### src/rtl/esod_pkg.sv
// ----------------------------------------------------------------------------
// esod_pkg
// Shared types, microcode addresses and control store of the EMA
// send-on-delta filter.
// ----------------------------------------------------------------------------
package esod_pkg;

  localparam int unsigned SAMPLE_W   = 16;
  localparam int unsigned TIME_W     = 32;
  localparam int unsigned AVG_W      = 32;
  localparam int unsigned CFG_IDX_W  = 4;
  localparam int unsigned CFG_DATA_W = 32;
  localparam int unsigned UC_AW      = 4;

  typedef logic [CFG_IDX_W-1:0] cfg_idx_t;

  localparam cfg_idx_t REG_SMOOTHING  = cfg_idx_t'(0);
  localparam cfg_idx_t REG_DELTA      = cfg_idx_t'(1);
  localparam cfg_idx_t REG_DELTA_TIME = cfg_idx_t'(2);
  localparam cfg_idx_t REG_MAX_AGE    = cfg_idx_t'(3);

  localparam logic [15:0] SMOOTHING_RESET = 16'd6554;

  typedef enum logic [3:0] {
    OP_NOP,
    OP_LOAD,
    OP_CHK,
    OP_GAP,
    OP_MUL,
    OP_ACC,
    OP_DEV,
    OP_CMPD,
    OP_CMPT,
    OP_FIRE,
    OP_OUT
  } dp_op_e;

  typedef enum logic [1:0] {
    W_NONE,
    W_IN,
    W_OUT
  } wait_e;

  typedef enum logic [1:0] {
    B_SEQ,
    B_ALWAYS,
    B_HIT,
    B_MISS
  } branch_e;

  typedef logic [UC_AW-1:0] uaddr_t;

  localparam uaddr_t A_IDLE = uaddr_t'(0);
  localparam uaddr_t A_CHK  = uaddr_t'(1);
  localparam uaddr_t A_GAP  = uaddr_t'(2);
  localparam uaddr_t A_MUL  = uaddr_t'(3);
  localparam uaddr_t A_ACC  = uaddr_t'(4);
  localparam uaddr_t A_DEV  = uaddr_t'(5);
  localparam uaddr_t A_CMPD = uaddr_t'(6);
  localparam uaddr_t A_CMPT = uaddr_t'(7);
  localparam uaddr_t A_FIRE = uaddr_t'(8);
  localparam uaddr_t A_OUT  = uaddr_t'(9);

  typedef struct packed {
    dp_op_e  op;
    wait_e   wt;
    branch_e br;
    uaddr_t  target;
  } ucw_t;

  typedef struct packed {
    dp_op_e op;
    logic   load;
  } dp_ctrl_t;

  typedef struct packed {
    logic hit;
    logic out_busy;
  } dp_status_t;

  typedef struct packed {
    logic [15:0]           k;
    logic [CFG_DATA_W-1:0] dt;
    logic [CFG_DATA_W-1:0] dtt;
    logic [CFG_DATA_W-1:0] ma;
  } cfg_t;

  // control store
  function automatic ucw_t ucode(uaddr_t a);
    ucw_t w;
    unique case (a)
      A_IDLE:  w = '{op: OP_LOAD, wt: W_IN,   br: B_SEQ,    target: A_IDLE};
      A_CHK:   w = '{op: OP_CHK,  wt: W_NONE, br: B_HIT,    target: A_FIRE};
      A_GAP:   w = '{op: OP_GAP,  wt: W_NONE, br: B_SEQ,    target: A_IDLE};
      A_MUL:   w = '{op: OP_MUL,  wt: W_NONE, br: B_SEQ,    target: A_IDLE};
      A_ACC:   w = '{op: OP_ACC,  wt: W_NONE, br: B_SEQ,    target: A_IDLE};
      A_DEV:   w = '{op: OP_DEV,  wt: W_NONE, br: B_SEQ,    target: A_IDLE};
      A_CMPD:  w = '{op: OP_CMPD, wt: W_NONE, br: B_HIT,    target: A_FIRE};
      A_CMPT:  w = '{op: OP_CMPT, wt: W_NONE, br: B_MISS,   target: A_OUT};
      A_FIRE:  w = '{op: OP_FIRE, wt: W_NONE, br: B_SEQ,    target: A_IDLE};
      A_OUT:   w = '{op: OP_OUT,  wt: W_OUT,  br: B_ALWAYS, target: A_IDLE};
      default: w = '{op: OP_NOP,  wt: W_NONE, br: B_ALWAYS, target: A_IDLE};
    endcase
    return w;
  endfunction

endpackage

### src/rtl/esod_useq.sv
// ----------------------------------------------------------------------------
// esod_useq
// Microprogram sequencer: step counter, control store lookup, wait and
// conditional jump handling, input handshake.
// ----------------------------------------------------------------------------
module esod_useq (
  input  logic                clk_i,
  input  logic                rst_ni,
  input  logic                in_valid_i,
  output logic                in_stall_o,
  input  esod_pkg::dp_status_t status_i,
  output esod_pkg::dp_ctrl_t  ctrl_o
);
  import esod_pkg::*;

  uaddr_t upc_q, upc_d;
  ucw_t   cw;
  uaddr_t upc_inc;
  logic   in_acc;

  assign cw      = ucode(upc_q);
  assign upc_inc = uaddr_t'(upc_q + 1'b1);

  assign in_stall_o = (cw.wt != W_IN);
  assign in_acc     = in_valid_i && (cw.wt == W_IN);

  assign ctrl_o.op   = cw.op;
  assign ctrl_o.load = in_acc;

  always_comb begin
    if (cw.wt == W_IN && !in_valid_i) begin
      upc_d = upc_q;
    end else if (cw.wt == W_OUT && status_i.out_busy) begin
      upc_d = upc_q;
    end else begin
      unique case (cw.br)
        B_SEQ:    upc_d = upc_inc;
        B_ALWAYS: upc_d = cw.target;
        B_HIT:    upc_d = status_i.hit ? cw.target : upc_inc;
        B_MISS:   upc_d = status_i.hit ? upc_inc : cw.target;
        default:  upc_d = A_IDLE;
      endcase
    end
  end

  always_ff @(posedge clk_i or negedge rst_ni) begin
    if (!rst_ni) begin
      upc_q <= A_IDLE;
    end else begin
      upc_q <= upc_d;
    end
  end

  a_acc_to_chk: assert property (@(posedge clk_i) disable iff (!rst_ni)
    in_acc |=> upc_q == A_CHK)
    else $error("accepted request did not start the check step");

  a_upc_range: assert property (@(posedge clk_i) disable iff (!rst_ni)
    upc_q <= A_OUT)
    else $error("step counter outside the program");

  a_out_hold: assert property (@(posedge clk_i) disable iff (!rst_ni)
    (upc_q == A_OUT && status_i.out_busy) |=> upc_q == A_OUT)
    else $error("left output step while result register busy");

endmodule

### src/rtl/esod_dpath.sv
// ----------------------------------------------------------------------------
// esod_dpath
// Datapath: filter state, operand registers, one shared signed multiplier,
// compare logic and the output register.
// ----------------------------------------------------------------------------
module esod_dpath (
  input  logic                        clk_i,
  input  logic                        rst_ni,
  input  esod_pkg::dp_ctrl_t          ctrl_i,
  output esod_pkg::dp_status_t        status_o,
  input  esod_pkg::cfg_t              cfg_i,
  input  logic signed [15:0]          sample_i,
  input  logic [31:0]                 timestamp_i,
  input  logic                        out_stall_i,
  output logic                        out_valid_o,
  output logic                        triggered_o,
  output logic signed [15:0]          reported_value_o,
  output logic signed [31:0]          filtered_value_o
);
  import esod_pkg::*;

  logic                       have_q;
  logic [AVG_W-1:0]           avg_q;
  logic [SAMPLE_W-1:0]        lr_q;
  logic [TIME_W-1:0]          ltt_q;
  logic                       trig_q;
  logic                       out_valid_q;

  logic [SAMPLE_W-1:0]        s_q;
  logic [TIME_W-1:0]          t_q;
  logic [TIME_W-1:0]          elapsed_q;
  logic signed [32:0]         opa_q;
  logic signed [32:0]         opb_q;
  logic [63:0]                prod_q;
  logic                       out_trig_q;
  logic [SAMPLE_W-1:0]        out_lr_q;
  logic [AVG_W-1:0]           out_avg_q;

  logic [TIME_W-1:0]          elapsed;
  logic signed [65:0]         mul;
  logic [32:0]                gap;
  logic [32:0]                diff;
  logic [32:0]                absv;
  logic                       hit;
  logic                       out_busy;
  logic                       out_load;

  assign elapsed  = t_q - ltt_q;
  assign mul      = opa_q * opb_q;
  assign gap      = {s_q[15], s_q, 16'h0000} - {avg_q[31], avg_q};
  assign diff     = {avg_q[31], avg_q} - {lr_q[15], lr_q, 16'h0000};
  assign absv     = diff[32] ? (33'd0 - diff) : diff;
  assign out_busy = out_valid_q && out_stall_i;
  assign out_load = (ctrl_i.op == OP_OUT) && !out_busy;

  always_comb begin
    unique case (ctrl_i.op)
      OP_CHK:  hit = !have_q || (cfg_i.ma != '0 && elapsed > cfg_i.ma);
      OP_CMPD: hit = (cfg_i.dt != '0) && (opa_q[31:0] > cfg_i.dt);
      OP_CMPT: hit = (cfg_i.dtt != '0) && (prod_q > {16'h0000, cfg_i.dtt, 16'h0000});
      default: hit = 1'b0;
    endcase
  end

  assign status_o.hit      = hit;
  assign status_o.out_busy = out_busy;

  // filter state and control flags
  always_ff @(posedge clk_i or negedge rst_ni) begin
    if (!rst_ni) begin
      have_q      <= 1'b0;
      avg_q       <= '0;
      lr_q        <= '0;
      ltt_q       <= '0;
      trig_q      <= 1'b0;
      out_valid_q <= 1'b0;
    end else begin
      if (ctrl_i.load) begin
        trig_q <= 1'b0;
      end
      if (ctrl_i.op == OP_ACC) begin
        avg_q <= avg_q + prod_q[47:16];
      end
      if (ctrl_i.op == OP_FIRE) begin
        have_q <= 1'b1;
        avg_q  <= {s_q, 16'h0000};
        lr_q   <= s_q;
        ltt_q  <= t_q;
        trig_q <= 1'b1;
      end
      if (out_load) begin
        out_valid_q <= 1'b1;
      end else if (out_valid_q && !out_stall_i) begin
        out_valid_q <= 1'b0;
      end
    end
  end

  // operands and result payload
  always_ff @(posedge clk_i) begin
    if (ctrl_i.load) begin
      s_q <= sample_i;
      t_q <= timestamp_i;
    end
    case (ctrl_i.op) inside
      OP_CHK: begin
        elapsed_q <= elapsed;
      end
      OP_GAP: begin
        opa_q <= gap;
        opb_q <= {17'd0, cfg_i.k};
      end
      OP_MUL, OP_CMPD: begin
        prod_q <= mul[63:0];
      end
      OP_DEV: begin
        opa_q <= {1'b0, absv[31:0]};
        opb_q <= {1'b0, elapsed_q};
      end
      default: begin
      end
    endcase
    if (out_load) begin
      out_trig_q <= trig_q;
      out_lr_q   <= lr_q;
      out_avg_q  <= avg_q;
    end
  end

  assign out_valid_o      = out_valid_q;
  assign triggered_o      = out_trig_q;
  assign reported_value_o = out_lr_q;
  assign filtered_value_o = out_avg_q;

  a_fire_loads: assert property (@(posedge clk_i) disable iff (!rst_ni)
    (ctrl_i.op == OP_FIRE) |=> have_q && trig_q && lr_q == $past(s_q)
      && avg_q == {$past(s_q), 16'h0000})
    else $error("trigger did not reload filter state");

  a_out_load: assert property (@(posedge clk_i) disable iff (!rst_ni)
    out_load |=> out_valid_q && out_trig_q == $past(trig_q))
    else $error("result register not loaded");

  a_out_stable: assert property (@(posedge clk_i) disable iff (!rst_ni)
    (out_valid_q && out_stall_i) |=> out_valid_q
      && $stable({out_trig_q, out_lr_q, out_avg_q}))
    else $error("stalled result changed");

endmodule

### src/rtl/ema_send_on_delta_filter.sv
// ----------------------------------------------------------------------------
// ema_send_on_delta_filter
// Send-on-delta filter on an exponential moving average of timestamped
// samples, run by a short microprogram over a shared multiplier.
// ----------------------------------------------------------------------------
//  channel  | direction | handshake              | payload
//  ---------+-----------+------------------------+------------------------------
//  in       | request   | in_valid_i/in_stall_o  | sample_i, timestamp_i
//  out      | result    | out_valid_o/out_stall_i| triggered_o, reported_value_o,
//           |           |                        | filtered_value_o
//  cfg      | write     | cfg_valid_i/cfg_ready_o| cfg_index_i, cfg_data_i
//
//  One request at a time, on the single 33x33 multiplier: a full pass runs
//  the check, gap, multiply, accumulate, deviation and compare steps, then
//  fire if a compare hits, and output; first sample or max age skip to fire.
//  The next request is taken while a result still waits in the output
//  register; a stalled result holds the program at its output step.
//  Reset clears the filter state and loads the register defaults.
// ----------------------------------------------------------------------------
module ema_send_on_delta_filter (
  input  logic                                clk_i,
  input  logic                                rst_ni,
  input  logic                                in_valid_i,
  output logic                                in_stall_o,
  input  logic signed [15:0]                  sample_i,
  input  logic [31:0]                         timestamp_i,
  output logic                                out_valid_o,
  input  logic                                out_stall_i,
  output logic                                triggered_o,
  output logic signed [15:0]                  reported_value_o,
  output logic signed [31:0]                  filtered_value_o,
  input  logic                                cfg_valid_i,
  output logic                                cfg_ready_o,
  input  esod_pkg::cfg_idx_t                  cfg_index_i,
  input  logic [esod_pkg::CFG_DATA_W-1:0]     cfg_data_i
);
  import esod_pkg::*;

  cfg_t       cfg_q;
  dp_ctrl_t   ctrl;
  dp_status_t status;

  assign cfg_ready_o = 1'b1;

  always_ff @(posedge clk_i or negedge rst_ni) begin
    if (!rst_ni) begin
      cfg_q.k   <= SMOOTHING_RESET;
      cfg_q.dt  <= '0;
      cfg_q.dtt <= '0;
      cfg_q.ma  <= '0;
    end else if (cfg_valid_i && cfg_ready_o) begin
      unique case (cfg_index_i)
        REG_SMOOTHING:  cfg_q.k   <= cfg_data_i[15:0];
        REG_DELTA:      cfg_q.dt  <= cfg_data_i;
        REG_DELTA_TIME: cfg_q.dtt <= cfg_data_i;
        REG_MAX_AGE:    cfg_q.ma  <= cfg_data_i;
        default: begin
        end
      endcase
    end
  end

  esod_useq u_useq (
    .clk_i      (clk_i),
    .rst_ni     (rst_ni),
    .in_valid_i (in_valid_i),
    .in_stall_o (in_stall_o),
    .status_i   (status),
    .ctrl_o     (ctrl)
  );

  esod_dpath u_dpath (
    .clk_i            (clk_i),
    .rst_ni           (rst_ni),
    .ctrl_i           (ctrl),
    .status_o         (status),
    .cfg_i            (cfg_q),
    .sample_i         (sample_i),
    .timestamp_i      (timestamp_i),
    .out_stall_i      (out_stall_i),
    .out_valid_o      (out_valid_o),
    .triggered_o      (triggered_o),
    .reported_value_o (reported_value_o),
    .filtered_value_o (filtered_value_o)
  );

endmodule

### config.mk
export PLATFORM = sky130hd
export DESIGN_NAME = ema_send_on_delta_filter
export DESIGN_NICKNAME = d
export VERILOG_FILES = /design/src/rtl/esod_pkg.sv /design/src/rtl/esod_useq.sv /design/src/rtl/esod_dpath.sv /design/src/rtl/ema_send_on_delta_filter.sv
export SDC_FILE = /design/constraint.sdc
export NUM_CORES = 2
export LEC_CHECK = 0
export ABC_AREA = 1
export BUFFER_PORTS_ARGS = -buffer_cell sky130_fd_sc_hd__buf_2
export CORE_MARGIN = 2
export CORE_UTILIZATION = 50
export CTS_CLUSTER_SIZE = 8
export DETAILED_ROUTE_END_ITERATION = 8
export PLACE_DENSITY_LB_ADDON = 0.2
export SKIP_LAST_GASP = 1
export SYNTH_ARGS = -nofsm -noshare
export SYNTH_HDL_FRONTEND = slang
export SYNTH_HIERARCHICAL = 1
export SYNTH_SLANG_ARGS = --single-unit
### constraint.sdc
create_clock -name clk_i -period 17.8 [get_ports clk_i]
set_input_delay 2.67 -clock clk_i [delete_from_list [all_inputs] [get_ports clk_i]]
set_output_delay 2.67 -clock clk_i [all_outputs]
set_load 0.01 [all_outputs]
## After elaboration in Yosys (flattened, before gate mapping)

Memory sizes are Yosys's and may differ from the RTL's.
Index checks and enable logic that the tools add are counted.

| storage, ports and cells | value |
|---|---|
| bits of input ports | 89 |
| word-level logic and storage cells | 103 |
| register bits after elaboration | 458 |
| memories kept | 1 |
| memory bits (read-only) | 160 |
| output and inout bits | 52 |

Memory list:

| memory | words | bits a word | rd ports | clocked after memory_dff | write ports | line | text |
|---|---|---|---|---|---|---|---|
| (name not given) | 16 | 10 | 1 | 0 | 0 | esod_pkg.sv:91 | `unique case (a)` |

| cells by class | value |
|---|---|
| bitwise operators | 4 |
| muxes and demuxes | 17 |
| reduce and logical (&&, ||, !) cells | 31 |
| order comparisons | 3 |
| equality and inequality tests | 19 |
| multiply operators | 1 |
| $add $sub $neg | 6 |

Operator list:

| operator | number |
|---|---|
| 33-bit two-way mux | 5 |
| 32-bit two-way mux | 3 |
| 32-bit nonzero test | 3 |
| 32-bit by 32-bit subtractor with 33-bit output | 2 |
| 32-bit greater-than comparator | 2 |
| 64-bit by 48-bit greater-than comparator with 1-bit output | 1 |
| 33-bit by 33-bit multiplier with 64-bit output | 1 |
| 32-bit adder | 1 |
| 1-bit by 32-bit subtractor with 32-bit output, first input constant | 1 |
| 32-bit subtractor | 1 |
| 4-bit by 2-bit == test with 1-bit output, second input constant | 4 |
| 4-bit by 3-bit == test with 1-bit output, second input constant | 4 |
| 16-bit two-way mux | 1 |
| 4-bit one-hot mux with 4 select lines | 1 |
| 4-bit == test, second input constant | 3 |
| 2-bit AND reduction | 5 |
| 1-bit logical AND | 9 |
| 4-bit two-way mux | 2 |
| 2-bit nonzero test | 4 |
| 2-bit == test, second input constant | 3 |
| 3-bit AND reduction | 2 |
| 4-bit by 1-bit adder with 4-bit output, second input constant | 1 |
| 2-bit by 1-bit == test with 1-bit output, second input constant | 2 |
| 4-bit by 1-bit == test with 1-bit output, second input constant | 1 |
| other kinds (9) | 19 |

## Depth between registers and ports, before layout

| logic depth | value |
|---|---|
| depth after elaboration | 7 |
| mapped depth | 34 |
| mapped depth without buffers | 33 |

## By module

The synthesis kept the hierarchy.

By module, submodules not included:

| module | area an instance (µm²) | cells each | sequential area each (µm²) | instances |
|---|---|---|---|---|
| esod_dpath | 59243.1 | 7263 | 9824.4 | 1 |
| ema_send_on_delta_filter | 4638.2 | 506 | 2811.4 | 1 |
| esod_useq | 518.0 | 85 | 100.1 | 1 |

## Worst setup path before layout

No wires, ideal clock.

| timing path | value |
|---|---|
| path kind | register -> register |
| start | reg u_dpath.opa_q[32] |
| end | reg u_dpath.prod_q[60], data pin |
| setup slack | 10410 ps |
| library setup time | 260 ps |
| cell stages (with the launch flop) | 24 |
| arrival | 7131 ps |
| clock period less this slack | 7390 ps |
| path through | edfxtp_1 clkbuf_1 nand2_1 inv_1 fa_1 fa_1 fa_1 inv_1 fa_1 inv_1 fa_1 inv_1 fa_1 fa_1 fa_1 inv_1 ha_1 nand2_1 inv_1 a21oi_1 o21ai_0 a221oi_1 nand2_1 xor2_1 |

| between the ends | value |
|---|---|
| cells in the longest elaborated chain, start to end | 1 |

RTL lines:

| item | line | text |
|---|---|---|
| start: declaration | esod_dpath.sv:32 | `logic signed [32:0] opa_q;` |
| start signal: assignment | esod_dpath.sv:110 | `opa_q <= gap;` |
| start signal: assignment | esod_dpath.sv:117 | `opa_q <= {1'b0, absv[31:0]};` |
| 33-bit by 33-bit multiplier with 64-bit output | esod_dpath.sv:49 | `assign mul = opa_q * opb_q;` |
| via u_dpath.mul[60] | esod_dpath.sv:40 | `logic signed [65:0] mul;` |
| end signal: assignment | esod_dpath.sv:114 | `prod_q <= mul[63:0];` |
| end: declaration | esod_dpath.sv:34 | `logic [63:0] prod_q;` |

The timed path passes the listed nets, and every way through them passes these cells.
A chain may end at the register's enable or synchronous reset.

## Worst setup path after layout

| timing path | value |
|---|---|
| start | reg u_dpath.opa_q[32] |
| end | reg u_dpath.prod_q[63], data pin |

The elaborated chain is that of the path after synthesis.

==> impl_metrics.json <==
{
  "place_ws_ns": 9.201,
  "fillCellCount": 11900,
  "setup_viol": 0,
  "postCtsHoldBufs": 0,
  "rsz0062_at_grt": "no",
  "vias": 49840,
  "die_x_um": 362.9,
  "grt_pass1_vias": 53740,
  "clockBufferDepth": 3,
  "grt.total_usage_pct": 28.85,
  "post_cts_buffers": 0,
  "numCtsBuffers": 67,
  "hold_viol": 0,
  "worst_slew_pin_slew_ns": 1.280,
  "drtAntennaViolNets": 0,
  "grt.met2_usage_pct": 49.63,
  "grtUsageMet3_pct": 3.578,
  "ctsHtreeMaxLevel": 3,
  "layout.cells.non_filler": 9556,
  "grt_max_degree": 77,
  "slew_headroom_pct": 14.45,
  "clock_sinks": 457,
  "diodes": 0,
  "critPathRequiredTime_ns": 18.17,
  "io_buffers": 139,
  "syn_nets": 9422,
  "pin_count": 141,
  "drc": 0,
  "multi_input_area_um2": 42140,
  "synth_edf_count": 258,
  "dieArea_um2": 131700,
  "wirelength_um": 182700,
  "setup_slack_ns": 9.159,
  "coreArea_um2": 127700,
  "synthesis.area_um2": 64400,
  "place_congestion": 1.047,
  "tns_ns": 0,
  "fin_crit_sh_pct": 48.55,
  "hpwl_um": 144200,
  "post-route-util_pct": 53.74,
  "hp-class": "flip-flop to flip-flop",
  "status": "finished clean",
  "path_clk_slew_ns": 0.05,
  "busiest_layer": "met2",
  "slew_violations": 0,
  "seqCellArea_um2": 12740,
  "postSynthCellCount": 7854,
  "arrival_ns": 9.01,
  "ys_types": 58,
  "critical_path_class": "flip-flop to flip-flop",
  "fin_skew_ns": 0.02984,
  "crit_path_start_kind": "flip-flop",
  "clock_latency_ns": 0.64,
  "grt_first_pass_wirelength_um": 294600,
  "row_count": 131,
  "fin_nets": 9410,
  "drive_gt1_share_pct": 4.484,
  "firstDrtPassIters": 6,
  "fp.dieH_um": 362.9,
  "synth_area_per_cell_um2": 8.200,
  "routedWlPerCell_um": 19.12,
  "ys_seq_area_share_pct": 19.78,
  "initial_core_util_pct": 50.44,
  "dp.cells": 9435,
  "max-cap-violations": 0,
  "antenna_found_initial": 1,
  "synth_top_flop_cell": "edfxtp_1",
  "path_max_fanout": 32,
  "cts-root-buf": "clkbuf_16",
  "use_met1_pct": 37.43,
  "avgViaCountPerCell": 5.216,
  "period_needed_ns": 8.641,
  "drt_iter0_markers": 3461,
  "cts_resized": 0,
  "fmax_ghz": 0.1157,
  "yosysWarningCount": 6,
  "ys_seq_elements": 457,
  "end_kind": "flip-flop",
  "grt_overflow": 0,
  "cts_tree": "done",
  "synth-async-reset-ratio_pct": 43.54,
  "syn_to_final_growth_pct": 6.555
}
==> area by class of cell <==
| cell class | instances | share of cell area (%) |
|---|---|---|
| clock buffer | 113 | 2.709 |
| clock inverter | 8 | 0.1659 |
| timing repair buffer | 224 | 1.956 |
| tap | 1662 | 3.030 |
| inverter | 2225 | 12.17 |
| multi-input combinational | 4867 | 61.41 |
| sequential | 457 | 18.56 |
==> worst max-delay path, stage by stage, from the launching register on <==
cell and delay [ns]:
edfxtp_1 0.32, buf_4 0.43, nand2_1 0.17, inv_1 0.15
fa_1 0.50, fa_1 0.55, fa_1 0.88, inv_1 0.25
fa_1 0.85, inv_1 0.39, fa_1 0.60, inv_1 0.05
fa_1 0.55, fa_1 0.44, fa_1 0.51, inv_1 0.04
ha_1 0.34, a21oi_1 0.24, o21ai_0 0.19, a21boi_0 0.42
o211ai_1 0.13, a21oi_1 0.13, nand2_1 0.10, nand3_1 0.09
nand2_1 0.05
==> metal layers <==
metal / up-vias / share of wire, %
met3: 311 / 6.0
met5: - / 0
met2: 1527 / 49
li1: 23130 / -
met1: 24870 / 41
met4: 0 / 3.8
==> per-stage QoR <==
| step | hold slack (ns) | cell area (µm²) |
|---|---|---|
| finish | 0.4448 | 68620 |
| global route | 0.4644 | 68620 |
| CTS | 0.4501 | 68620 |
| detailed placement | 0.4405 | 66650 |
| global placement | 0.4367 | 66650 |
| floorplan | 0.4249 | 64400 |
==> synthesized netlist by cell type (all sizes together) (37+ instances only) <==
master  count  area share [%]
inv      2224              13
nand2    1974              12
fa       1096              34
ha        383             7.4
nor2      274             1.7
edfxtp    258              12
clkbuf    249             1.5
a21oi     245             1.9
o21ai     222             1.7
dfrtp     192             7.5
nand4     169             1.6
nand3     142             1.1
xor2       86             1.2
buf        56            0.44
nor3       39            0.30
nor4       39            0.38
xnor2      37            0.50
==> path summary, 6_finish.rpt <==
check                                                 from                                    end  slack, ns  cells after the start
hold reg to reg                u_dpath/lr_q[7]$_DFFE_PN0P_  u_dpath/reported_value_o[7]$_DFFE_PP_       0.44                      0
setup reg to reg           u_dpath/opa_q[32]$_SDFFCE_PN0P_           u_dpath/prod_q[63]$_DFFE_PP_       9.16                     24
min in group asynchronous                           rst_ni          u_dpath/ltt_q[24]$_DFFE_PN0P_       2.05                      1
max in group asynchronous                           rst_ni          u_dpath/avg_q[11]$_DFFE_PN0P_      14.32                      2
setup / recovery           u_dpath/opa_q[32]$_SDFFCE_PN0P_           u_dpath/prod_q[63]$_DFFE_PP_       9.16                     24
hold / removal                 u_dpath/lr_q[7]$_DFFE_PN0P_  u_dpath/reported_value_o[7]$_DFFE_PP_       0.44                      0
==> sequential cells by signal (all words and copies together) (netlist names), 32 cells and up <==
name,count
u_dpath/ltt_q,32
u_dpath/filtered_value_o,32
u_dpath/avg_q,32
u_dpath/opa_q,33
u_dpath/t_q,32
u_dpath/prod_q,64
cfg_q,112
u_dpath/opb_q,32
u_dpath/elapsed_q,32
==> placed cells by master (no fill, tap or decap), drive strengths merged, types with 6 or more instances in the layout <==
cell type  count
o31ai          6
nand3b         9
o211ai        13
a21oi        245
o21a          16
o21ai        222
nand3        142
fa          1096
o21bai        19
buf          223
a31oi         23
xnor2         37
inv         2228
nor4          39
ha           383
nand4        169
a21o          23
nand2       1974
dfrtp        192
nor3          39
xor2          86
o221ai         8
clkbuf       114
edfxtp       258
nor2         274
dfstp          7
o22ai          8
==> cells by family after synthesis <==
kind of cell | share of synthesized area (%)
AO/OA/AOI/OAI | 5.234
XOR/XNOR | 1.673
adder cells (fa/ha/maj) | 41.51
buffers and inverters | 14.86
flip-flops | 19.78
other | 0.005823
AND/OR/NAND/NOR | 16.94
Power is left out: the tool's default activity adds up to more than one toggle a clock period on the data nets, which glitch-free logic cannot reach.
